--- config.mk ---
export PLATFORM = sky130hd
export DESIGN_NAME = sha256_hash_engine_unit
export DESIGN_NICKNAME = d
export VERILOG_FILES = /design/src/sv/sha_pkg.sv /design/src/sv/sha256_hash_engine_unit.sv /design/src/sv/sha_sched.sv /design/src/sv/sha_core.sv
export SDC_FILE = /design/constraint.sdc
export NUM_CORES = 2
export LEC_CHECK = 0
export ABC_CLOCK_PERIOD_IN_PS = 12830
export BUFFER_PORTS_ARGS = -buffer_cell sky130_fd_sc_hd__buf_4
export CORE_MARGIN = 5
export CORE_UTILIZATION = 30
export CTS_CLUSTER_SIZE = 30
export DETAILED_ROUTE_END_ITERATION = 6
export GPL_TIMING_DRIVEN = 0
export PLACE_DENSITY = 0.41
export SLEW_MARGIN = 40
export SYNTH_ARGS = -nofsm -noshare
export SYNTH_HDL_FRONTEND = slang
export SYNTH_SLANG_ARGS = --single-unit
export TNS_END_PERCENT = 20
--- constraint.sdc ---
create_clock -name i_clk -period 12.83 [get_ports i_clk]
set_input_delay 1.9245 -clock i_clk [delete_from_list [all_inputs] [get_ports i_clk]]
set_output_delay 1.9245 -clock i_clk [all_outputs]
set_load 0.005 [all_outputs]
--- src/sv/sha_pkg.sv ---
// ----------------------------------------------------------------------------
// sha_pkg
// Shared constants, round functions and control structs of the hash engine
// ----------------------------------------------------------------------------
package sha_pkg;

    localparam int unsigned ROUNDS = 64;
    localparam logic [5:0] LAST_ROUND = 6'(ROUNDS - 1);
    localparam logic [7:0] PAD_BYTE = 8'h80;
    localparam logic [2:0] LAST_WORD_IDX = 3'd7;

    localparam logic [31:0] K_TAB [ROUNDS] = '{
        32'h428a2f98, 32'h71374491, 32'hb5c0fbcf, 32'he9b5dba5,
        32'h3956c25b, 32'h59f111f1, 32'h923f82a4, 32'hab1c5ed5,
        32'hd807aa98, 32'h12835b01, 32'h243185be, 32'h550c7dc3,
        32'h72be5d74, 32'h80deb1fe, 32'h9bdc06a7, 32'hc19bf174,
        32'he49b69c1, 32'hefbe4786, 32'h0fc19dc6, 32'h240ca1cc,
        32'h2de92c6f, 32'h4a7484aa, 32'h5cb0a9dc, 32'h76f988da,
        32'h983e5152, 32'ha831c66d, 32'hb00327c8, 32'hbf597fc7,
        32'hc6e00bf3, 32'hd5a79147, 32'h06ca6351, 32'h14292967,
        32'h27b70a85, 32'h2e1b2138, 32'h4d2c6dfc, 32'h53380d13,
        32'h650a7354, 32'h766a0abb, 32'h81c2c92e, 32'h92722c85,
        32'ha2bfe8a1, 32'ha81a664b, 32'hc24b8b70, 32'hc76c51a3,
        32'hd192e819, 32'hd6990624, 32'hf40e3585, 32'h106aa070,
        32'h19a4c116, 32'h1e376c08, 32'h2748774c, 32'h34b0bcb5,
        32'h391c0cb3, 32'h4ed8aa4a, 32'h5b9cca4f, 32'h682e6ff3,
        32'h748f82ee, 32'h78a5636f, 32'h84c87814, 32'h8cc70208,
        32'h90befffa, 32'ha4506ceb, 32'hbef9a3f7, 32'hc67178f2
    };

    localparam logic [31:0] IV_TAB [8] = '{
        32'h6a09e667, 32'hbb67ae85, 32'h3c6ef372, 32'ha54ff53a,
        32'h510e527f, 32'h9b05688c, 32'h1f83d9ab, 32'h5be0cd19
    };

    typedef struct packed {
        logic        load_byte;
        logic        pad;
        logic        len_only;
        logic        shift;
        logic [7:0]  data;
        logic [5:0]  pos;
        logic [63:0] bit_len;
    } t_sched_ctl;

    typedef struct packed {
        logic       init;
        logic       rnd;
        logic       fin;
        logic       iv;
        logic [5:0] rnd_idx;
    } t_core_ctl;

    function automatic logic [31:0] rotr(input logic [31:0] x, input int unsigned n);
        return (x >> n) | (x << (32 - n));
    endfunction

    function automatic logic [31:0] sig0(input logic [31:0] x);
        return rotr(x, 7) ^ rotr(x, 18) ^ (x >> 3);
    endfunction

    function automatic logic [31:0] sig1(input logic [31:0] x);
        return rotr(x, 17) ^ rotr(x, 19) ^ (x >> 10);
    endfunction

    function automatic logic [31:0] big0(input logic [31:0] x);
        return rotr(x, 2) ^ rotr(x, 13) ^ rotr(x, 22);
    endfunction

    function automatic logic [31:0] big1(input logic [31:0] x);
        return rotr(x, 6) ^ rotr(x, 11) ^ rotr(x, 25);
    endfunction

    function automatic logic [31:0] ch(input logic [31:0] e, input logic [31:0] f,
                                       input logic [31:0] g);
        return (e & f) ^ (~e & g);
    endfunction

    function automatic logic [31:0] maj(input logic [31:0] a, input logic [31:0] b,
                                        input logic [31:0] c);
        return (a & b) ^ (a & c) ^ (b & c);
    endfunction

endpackage

--- src/sv/sha256_hash_engine_unit.sv ---
// ----------------------------------------------------------------------------
// sha256_hash_engine_unit
// SHA-256 over a byte stream, digest words out on a stream channel
// ----------------------------------------------------------------------------
// input channel: one item per message byte (tdata), tuser flags a byte
// present, tlast ends the message; an item with no byte and no tlast is a no-op
// output channel: eight digest words per message, most significant first,
// tuser holds the word index and tlast marks the eighth word
// a byte item is taken while the engine is idle; every 64th byte adds a compression
// (a load of the working state, 64 rounds on the shared round unit, one state update)
// a last item adds a padding step and a compression, and a length step and a
// second compression when eight or fewer bytes of the block remain; then the digest goes out
// throughput is set by the round unit, which does one round per cycle
// the input is not ready while padding, while a block compresses or the digest goes out
// when the receiver stalls the digest output waits word by word; the last
// word sits in the output register while new input is already taken
// reset loads the initial hash vector and clears the byte count
// ----------------------------------------------------------------------------
module sha256_hash_engine_unit import sha_pkg::*; (
    input  logic        i_clk,
    input  logic        i_rst_n,
    input  logic        i_s_tvalid,
    output logic        o_s_tready,
    input  logic [7:0]  i_s_tdata,  // msg_byte
    input  logic        i_s_tuser,  // byte_present
    input  logic        i_s_tlast,  // last_item
    output logic        o_m_tvalid,
    input  logic        i_m_tready,
    output logic [31:0] o_m_tdata,  // digest_word
    output logic [2:0]  o_m_tuser,  // word_index
    output logic        o_m_tlast   // last_word
);

    typedef enum logic [6:0] {
        ST_IDLE = 7'b0000001,
        ST_PAD  = 7'b0000010,
        ST_LEN  = 7'b0000100,
        ST_PRE  = 7'b0001000,
        ST_RUN  = 7'b0010000,
        ST_FIN  = 7'b0100000,
        ST_OUT  = 7'b1000000
    } t_state;

    typedef enum logic [1:0] {
        AF_IDLE,
        AF_PAD,
        AF_LEN,
        AF_OUT
    } t_after;

    t_state      r_state, n_state;
    t_after      r_after, n_after;
    logic [5:0]  r_rnd, n_rnd;
    logic [2:0]  r_widx, n_widx;
    logic [60:0] r_count, n_count;
    logic        r_ovalid;
    logic [31:0] r_odata;
    logic [2:0]  r_ouser;
    logic        r_olast;
    logic        in_acc;
    logic        out_load;
    logic [5:0]  pos;
    logic [31:0] w0, w1, rd_word;
    t_sched_ctl  sched_ctl;
    t_core_ctl   core_ctl;

    assign o_s_tready = (r_state == ST_IDLE);
    assign in_acc     = i_s_tvalid && o_s_tready;
    assign pos        = r_count[5:0];

    always_comb begin
        n_state  = r_state;
        n_after  = r_after;
        n_rnd    = r_rnd;
        n_widx   = r_widx;
        n_count  = r_count;
        out_load = 1'b0;

        sched_ctl           = '0;
        sched_ctl.data      = i_s_tdata;
        sched_ctl.pos       = pos;
        sched_ctl.bit_len   = {r_count, 3'd0};
        core_ctl            = '0;
        core_ctl.rnd_idx    = r_rnd;

        unique case (r_state)
            ST_IDLE: begin
                if (in_acc) begin
                    if (i_s_tuser) begin
                        sched_ctl.load_byte = 1'b1;
                        n_count = r_count + 61'd1;
                        if (pos == 6'd63) begin
                            n_state = ST_PRE;
                            n_after = i_s_tlast ? AF_PAD : AF_IDLE;
                        end else if (i_s_tlast) begin
                            n_state = ST_PAD;
                        end
                    end else if (i_s_tlast) begin
                        n_state = ST_PAD;
                    end
                end
            end
            ST_PAD: begin
                sched_ctl.pad = 1'b1;
                n_after = (pos[5:3] == 3'b111) ? AF_LEN : AF_OUT;
                n_state = ST_PRE;
            end
            ST_LEN: begin
                sched_ctl.len_only = 1'b1;
                n_after = AF_OUT;
                n_state = ST_PRE;
            end
            ST_PRE: begin
                core_ctl.init = 1'b1;
                n_rnd   = '0;
                n_state = ST_RUN;
            end
            ST_RUN: begin
                core_ctl.rnd    = 1'b1;
                sched_ctl.shift = 1'b1;
                n_rnd = 6'(r_rnd + 6'd1);
                if (r_rnd == LAST_ROUND) begin
                    n_state = ST_FIN;
                end
            end
            ST_FIN: begin
                core_ctl.fin = 1'b1;
                unique case (r_after)
                    AF_IDLE: n_state = ST_IDLE;
                    AF_PAD:  n_state = ST_PAD;
                    AF_LEN:  n_state = ST_LEN;
                    AF_OUT: begin
                        n_state = ST_OUT;
                        n_widx  = '0;
                    end
                    default: n_state = ST_IDLE;
                endcase
            end
            ST_OUT: begin
                if (!r_ovalid || i_m_tready) begin
                    out_load = 1'b1;
                    if (r_widx == LAST_WORD_IDX) begin
                        core_ctl.iv = 1'b1;
                        n_count = '0;
                        n_state = ST_IDLE;
                    end else begin
                        n_widx = 3'(r_widx + 3'd1);
                    end
                end
            end
            default: n_state = ST_IDLE;
        endcase
    end

    always_ff @(posedge i_clk) begin
        if (!i_rst_n) begin
            r_state  <= ST_IDLE;
            r_after  <= AF_IDLE;
            r_rnd    <= '0;
            r_widx   <= '0;
            r_count  <= '0;
            r_ovalid <= 1'b0;
        end else begin
            r_state <= n_state;
            r_after <= n_after;
            r_rnd   <= n_rnd;
            r_widx  <= n_widx;
            r_count <= n_count;
            if (out_load) begin
                r_ovalid <= 1'b1;
            end else if (i_m_tready) begin
                r_ovalid <= 1'b0;
            end
        end
    end

    always_ff @(posedge i_clk) begin
        if (out_load) begin
            r_odata <= rd_word;
            r_ouser <= r_widx;
            r_olast <= (r_widx == LAST_WORD_IDX);
        end
    end

    sha_sched u_sched (
        .i_clk (i_clk),
        .i_ctl (sched_ctl),
        .o_w0  (w0),
        .o_w1  (w1)
    );

    sha_core u_core (
        .i_clk     (i_clk),
        .i_rst_n   (i_rst_n),
        .i_ctl     (core_ctl),
        .i_w0      (w0),
        .i_w1      (w1),
        .i_rd_idx  (r_widx),
        .o_rd_word (rd_word)
    );

    assign o_m_tvalid = r_ovalid;
    assign o_m_tdata  = r_odata;
    assign o_m_tuser  = r_ouser;
    assign o_m_tlast  = r_olast;

    a_last_matches_index: assert property (@(posedge i_clk) disable iff (!i_rst_n)
        o_m_tvalid |-> (o_m_tlast == (o_m_tuser == LAST_WORD_IDX)))
        else $error("tlast does not match the word index");

    a_words_in_order: assert property (@(posedge i_clk) disable iff (!i_rst_n)
        (o_m_tvalid && i_m_tready && !o_m_tlast)
            |=> (o_m_tvalid && o_m_tuser == 3'($past(o_m_tuser) + 3'd1)))
        else $error("digest words out of order");

    a_rounds_end: assert property (@(posedge i_clk) disable iff (!i_rst_n)
        (r_state == ST_RUN && r_rnd == LAST_ROUND) |=> (r_state == ST_FIN))
        else $error("compression did not end after the last round");

    a_count_cleared: assert property (@(posedge i_clk) disable iff (!i_rst_n)
        (r_state == ST_OUT && out_load && r_widx == LAST_WORD_IDX)
            |=> (r_count == '0 && r_state == ST_IDLE))
        else $error("byte count not cleared after the digest");

endmodule

--- src/sv/sha_sched.sv ---
// ----------------------------------------------------------------------------
// sha_sched
// Message block window: byte packing, padding and sliding schedule expansion
// ----------------------------------------------------------------------------
module sha_sched import sha_pkg::*; (
    input  logic        i_clk,
    input  t_sched_ctl  i_ctl,
    output logic [31:0] o_w0,
    output logic [31:0] o_w1
);

    logic [31:0] r_w [16];
    logic [31:0] r_acc;
    logic [31:0] n_acc;
    logic [31:0] n_new;
    logic [31:0] pad_word;
    logic [3:0]  idx;
    logic [1:0]  lane;
    logic        len_fits;

    always_comb begin
        idx      = i_ctl.pos[5:2];
        lane     = i_ctl.pos[1:0];
        len_fits = (i_ctl.pos[5:3] != 3'b111);
        if (lane == 2'd0) begin
            n_acc    = {i_ctl.data, 24'd0};
            pad_word = {PAD_BYTE, 24'd0};
        end else begin
            n_acc    = r_acc | ({i_ctl.data, 24'd0} >> {lane, 3'd0});
            pad_word = r_acc | ({PAD_BYTE, 24'd0} >> {lane, 3'd0});
        end
        n_new = r_w[0] + sig0(r_w[1]) + r_w[9] + sig1(r_w[14]);
    end

    always_ff @(posedge i_clk) begin
        if (i_ctl.load_byte) begin
            r_acc    <= n_acc;
            r_w[idx] <= n_acc;
        end else if (i_ctl.pad) begin
            for (int i = 0; i < 16; i++) begin
                if (4'(i) > idx && (i < 14 || !len_fits)) begin
                    r_w[i] <= '0;
                end
            end
            r_w[idx] <= pad_word;
            if (len_fits) begin
                r_w[14] <= i_ctl.bit_len[63:32];
                r_w[15] <= i_ctl.bit_len[31:0];
            end
        end else if (i_ctl.len_only) begin
            for (int i = 0; i < 14; i++) begin
                r_w[i] <= '0;
            end
            r_w[14] <= i_ctl.bit_len[63:32];
            r_w[15] <= i_ctl.bit_len[31:0];
        end else if (i_ctl.shift) begin
            for (int i = 0; i < 15; i++) begin
                r_w[i] <= r_w[i+1];
            end
            r_w[15] <= n_new;
        end
    end

    assign o_w0 = r_w[0];
    assign o_w1 = r_w[1];

endmodule

--- src/sv/sha_core.sv ---
// ----------------------------------------------------------------------------
// sha_core
// Hash state and the shared round unit, one compression round per cycle
// ----------------------------------------------------------------------------
module sha_core import sha_pkg::*; (
    input  logic        i_clk,
    input  logic        i_rst_n,
    input  t_core_ctl   i_ctl,
    input  logic [31:0] i_w0,
    input  logic [31:0] i_w1,
    input  logic [2:0]  i_rd_idx,
    output logic [31:0] o_rd_word
);

    logic [31:0] r_hash [8];
    logic [31:0] r_v [8];
    logic [31:0] r_hkw;
    logic [31:0] t1;
    logic [31:0] t2;
    logic [5:0]  k_idx;

    // h + k + w of the coming round is summed in the cycle before, into a register
    always_comb begin
        t1    = r_hkw + big1(r_v[4]) + ch(r_v[4], r_v[5], r_v[6]);
        t2    = big0(r_v[0]) + maj(r_v[0], r_v[1], r_v[2]);
        k_idx = 6'(i_ctl.rnd_idx + 6'd1);
    end

    always_ff @(posedge i_clk) begin
        if (!i_rst_n || i_ctl.iv) begin
            for (int i = 0; i < 8; i++) begin
                r_hash[i] <= IV_TAB[i];
            end
        end else if (i_ctl.fin) begin
            for (int i = 0; i < 8; i++) begin
                r_hash[i] <= r_hash[i] + r_v[i];
            end
        end
    end

    always_ff @(posedge i_clk) begin
        if (i_ctl.init) begin
            for (int i = 0; i < 8; i++) begin
                r_v[i] <= r_hash[i];
            end
            r_hkw <= r_hash[7] + K_TAB[0] + i_w0;
        end else if (i_ctl.rnd) begin
            r_v[7] <= r_v[6];
            r_v[6] <= r_v[5];
            r_v[5] <= r_v[4];
            r_v[4] <= r_v[3] + t1;
            r_v[3] <= r_v[2];
            r_v[2] <= r_v[1];
            r_v[1] <= r_v[0];
            r_v[0] <= t1 + t2;
            r_hkw  <= r_v[6] + K_TAB[k_idx] + i_w1;
        end
    end

    assign o_rd_word = r_hash[i_rd_idx];

endmodule

==> metrics.csv <==
metric;value;unit
Nets;9241;
Max VDD drop;141.7;uV
run status;completed;
initial core utilization;30.09;%
Commonest cells post-synth;nand2_1 (1466), edfxtp_1 (1092), o21ai_0 (691);
most frequent cell after synthesis;nand2_1;
Die Height;528.2;um
FMAX;0.1058;GHz
Unique masters post-synth;97;
Worst-Margin Slew;0.9411;ns
CTS Buf Count;156;
vias per cell;5.509;
async set-reset flop share out of synthesis;0;%
Max-slew headroom;36.84;%
Min Clock Period, post-route;9.451;ns
clk slew on worst S/H paths;0.06;ns
CTS tree;built;
H-tree levels;4;
cell area after layout;0.09298;mm^2
Finished Core Util;34.74;%
Area contributors post-synth;edfxtp_1 (41%), ha_1 (7.5%), nand2_1 (6.8%);
Pleak;35.54;nW
hold-fix buffers at CTS;0;
RSZ-0062 raised after global routing;no;
max cap viols;0;
chip width;528.2;um
Final Power;12.92;mW
WL/cell;31.06;um
Antenna Violating Nets Remaining;0;
wire length after detailed routing;381200;um
Fillers;27490;
Post-DP Area;0.08746;mm^2
Post-Place Worst Slack;3.504;ns
overall routing resource usage;26.54;%
Yosys warning count;0;
IO Count;52;
pin count of the biggest net entering global routing;63;
post-synthesis cell count;8286;
RD Place Congestion;0.9483;
Worst setup EP type;flip-flop;
register area;0.03503;mm^2
Sink Count;1204;
Post-Syn Area per Cell;9.722;um^2
fin worst setup slack;3.379;ns
Final setup viols;0;
IO buf count;51;
Final Max Slew Viols;0;
top cell type's share of synthesized area;40.71;%
Post-CTS Setup Inserts;0;
Hold Fails Final Rpt;0;
synthesis-stage register bit count;1204;
startpoint types;flip-flop;
Max clock buf depth;3;
CORE AREA;0.2677;mm^2
DR DRC count;0;
die area;0.2790;mm^2
Worst-Skew Late Latency;0.85;ns
Primary FF master, synth;edfxtp_1;
Cell Pwr Density;138.9;mW/mm^2
vias in the first global route;67270;
Post-synth EDFFs;1092;
Hold/Removal Path Class;reg2reg;
Pre-antenna DRT Iters;6;
footprint of the multi-input gates;0.04301;mm^2
Synthesized Nets;8950;
DP HPWL;306100;um
num rows;190;
synthesized cell area;0.08056;mm^2
Vias;67600;
layout cells sized above 1;8.707;%
crit path kind;reg2reg;
Clock Skews;0.06424;ns
final worst-path cycle share;73.66;%
CTS root buffer;clkbuf_16;
initial antenna violation count;20;
grt ovf;0;
Crit Path Max Fanout;13;
sequential area share after synthesis;43.49;%
Synth area leader;edfxtp_1;
global-route wire length before repair;525300;um
Area growth, synth to finish;15.43;%
Resized Gates After CTS;0;
final hold slack;0.5106;ns
Initial DRC Count;6343;
crit path DAT;10.09;ns
Crit path required time;13.47;ns
[path summary, 6_finish.rpt]
kind / startpoint / end / slack (ns) / cells past startpoint
setup / recovery: r_rnd[0]$_SDFFE_PN0P_ / u_core.r_hkw[31]$_DFFE_PP_ / 3.38 / 26
hold / removal: u_sched.r_w[11][16]$_DFFE_PP_ / u_sched.r_w[10][16]$_DFFE_PP_ / 0.51 / 2
setup reg to reg: r_rnd[0]$_SDFFE_PN0P_ / u_core.r_hkw[31]$_DFFE_PP_ / 3.38 / 26
hold reg to reg: u_sched.r_w[11][16]$_DFFE_PP_ / u_sched.r_w[10][16]$_DFFE_PP_ / 0.51 / 2
[per-stage QoR]
step	instances	setup TNS, ns
2_1_floorplan	8286	0
3_5_place_dp	11970	0
5_1_grt	12260	0
4_1_cts	12260	0
6_report	12270	0
3_3_place_gp	11890	-1954.71
[power by group]
group,switching (mW),internal (mW),leakage (nW),total [mW]
sequential,0.236,4.47,11.0,4.71
clock,1.97,2.80,2.65,4.77
combinational,2.11,1.33,21.9,3.44
total,4.31,8.61,35.5,12.9
[routing by layer]
layer	routed length, um	up-vias	global-route usage (%)
li1	-	30420	-
met1	155400	33980	32.85
met2	185000	2524	46.02
met3	19130	681	3.183
met4	21630	0	12.51
met5	0	-	0
[registers in the layout, summed over array words and instances, names as in the netlist]
| name | flops |
|---|---|
| r_count | 61 |
| u_core.r_v | 256 |
| o_m_tvalid | 1 |
| u_sched.r_acc | 32 |
| u_core.r_hash | 256 |
| u_core.r_hkw | 32 |
| o_m_tdata | 32 |
| o_m_tuser | 3 |
| r_widx | 3 |
| r_state | 7 |
| r_rnd | 6 |
| r_after | 2 |
| o_m_tlast | 1 |
| u_sched.r_w | 512 |
[area by class of cell]
cell class | count | share of cell area [%]
multi-input combinational | 6297 | 46.26
sequential | 1204 | 37.68
tap | 3552 | 4.780
clock buffer | 198 | 4.498
buffer | 453 | 2.063
timing repair buffer | 133 | 1.948
clock inverter | 89 | 1.389
inverter | 332 | 1.348
antenna | 14 | 0.03768
[placed cells by master, fill, tap and decap left out, types with 57 or more instances in the layout]
| cell | synthesis | final |
|---|---|---|
| nand2b_1 | 78 | 78 |
| fa_1 | 168 | 168 |
| ha_1 | 482 | 482 |
| xor2_1 | 244 | 243 |
| a211oi_1 | 89 | 86 |
| clkbuf_2 | 0 | 111 |
| nand2_1 | 1466 | 1465 |
| xnor2_1 | 415 | 413 |
| edfxtp_1 | 1092 | 1092 |
| a21oi_1 | 537 | 528 |
| inv_1 | 328 | 327 |
| clkbuf_1 | 391 | 307 |
| and3_1 | 58 | 57 |
| a21o_1 | 227 | 226 |
| nor2_1 | 543 | 536 |
| nor3_1 | 101 | 99 |
| mux4_2 | 64 | 64 |
| dfxtp_1 | 112 | 112 |
| a22o_1 | 78 | 78 |
| o21ai_0 | 691 | 660 |
| clkbuf_16 | 0 | 157 |
| nand3_1 | 117 | 116 |
| nor2b_1 | 65 | 65 |
| a31oi_1 | 78 | 75 |
| buf_4 | 0 | 66 |
[logic make-up after synthesis]
family          synth area share [%]
fa+ha+maj                      11.95
xor+xnor                       7.213
simple gates                   13.85
flops                          43.49
buf+inv                        3.707
mux                            2.758
compound gates                 17.03
[worst max-delay path, cell delays in order, from the launching register on]
cell,delay (ns)
dfxtp_1,0.55
ha_1,0.26
clkbuf_1,0.52
inv_1,0.41
ha_1,0.43
clkbuf_1,0.22
inv_1,0.11
clkbuf_1,0.50
clkbuf_1,0.61
buf_2,0.60
ha_1,0.55
nor2_1,0.10
a311oi_1,0.38
a41oi_1,0.16
o21ai_0,0.72
fa_1,0.54
ha_1,0.35
a21oi_1,0.25
o21ai_0,0.15
a211o_1,0.25
a21oi_1,0.35
o41ai_2,0.20
a41o_1,0.30
o21ai_1,0.17
a21oi_1,0.12
o21a_1,0.19
o31ai_1,0.27
No activity file was read; power rests on OpenSTA's default activity.
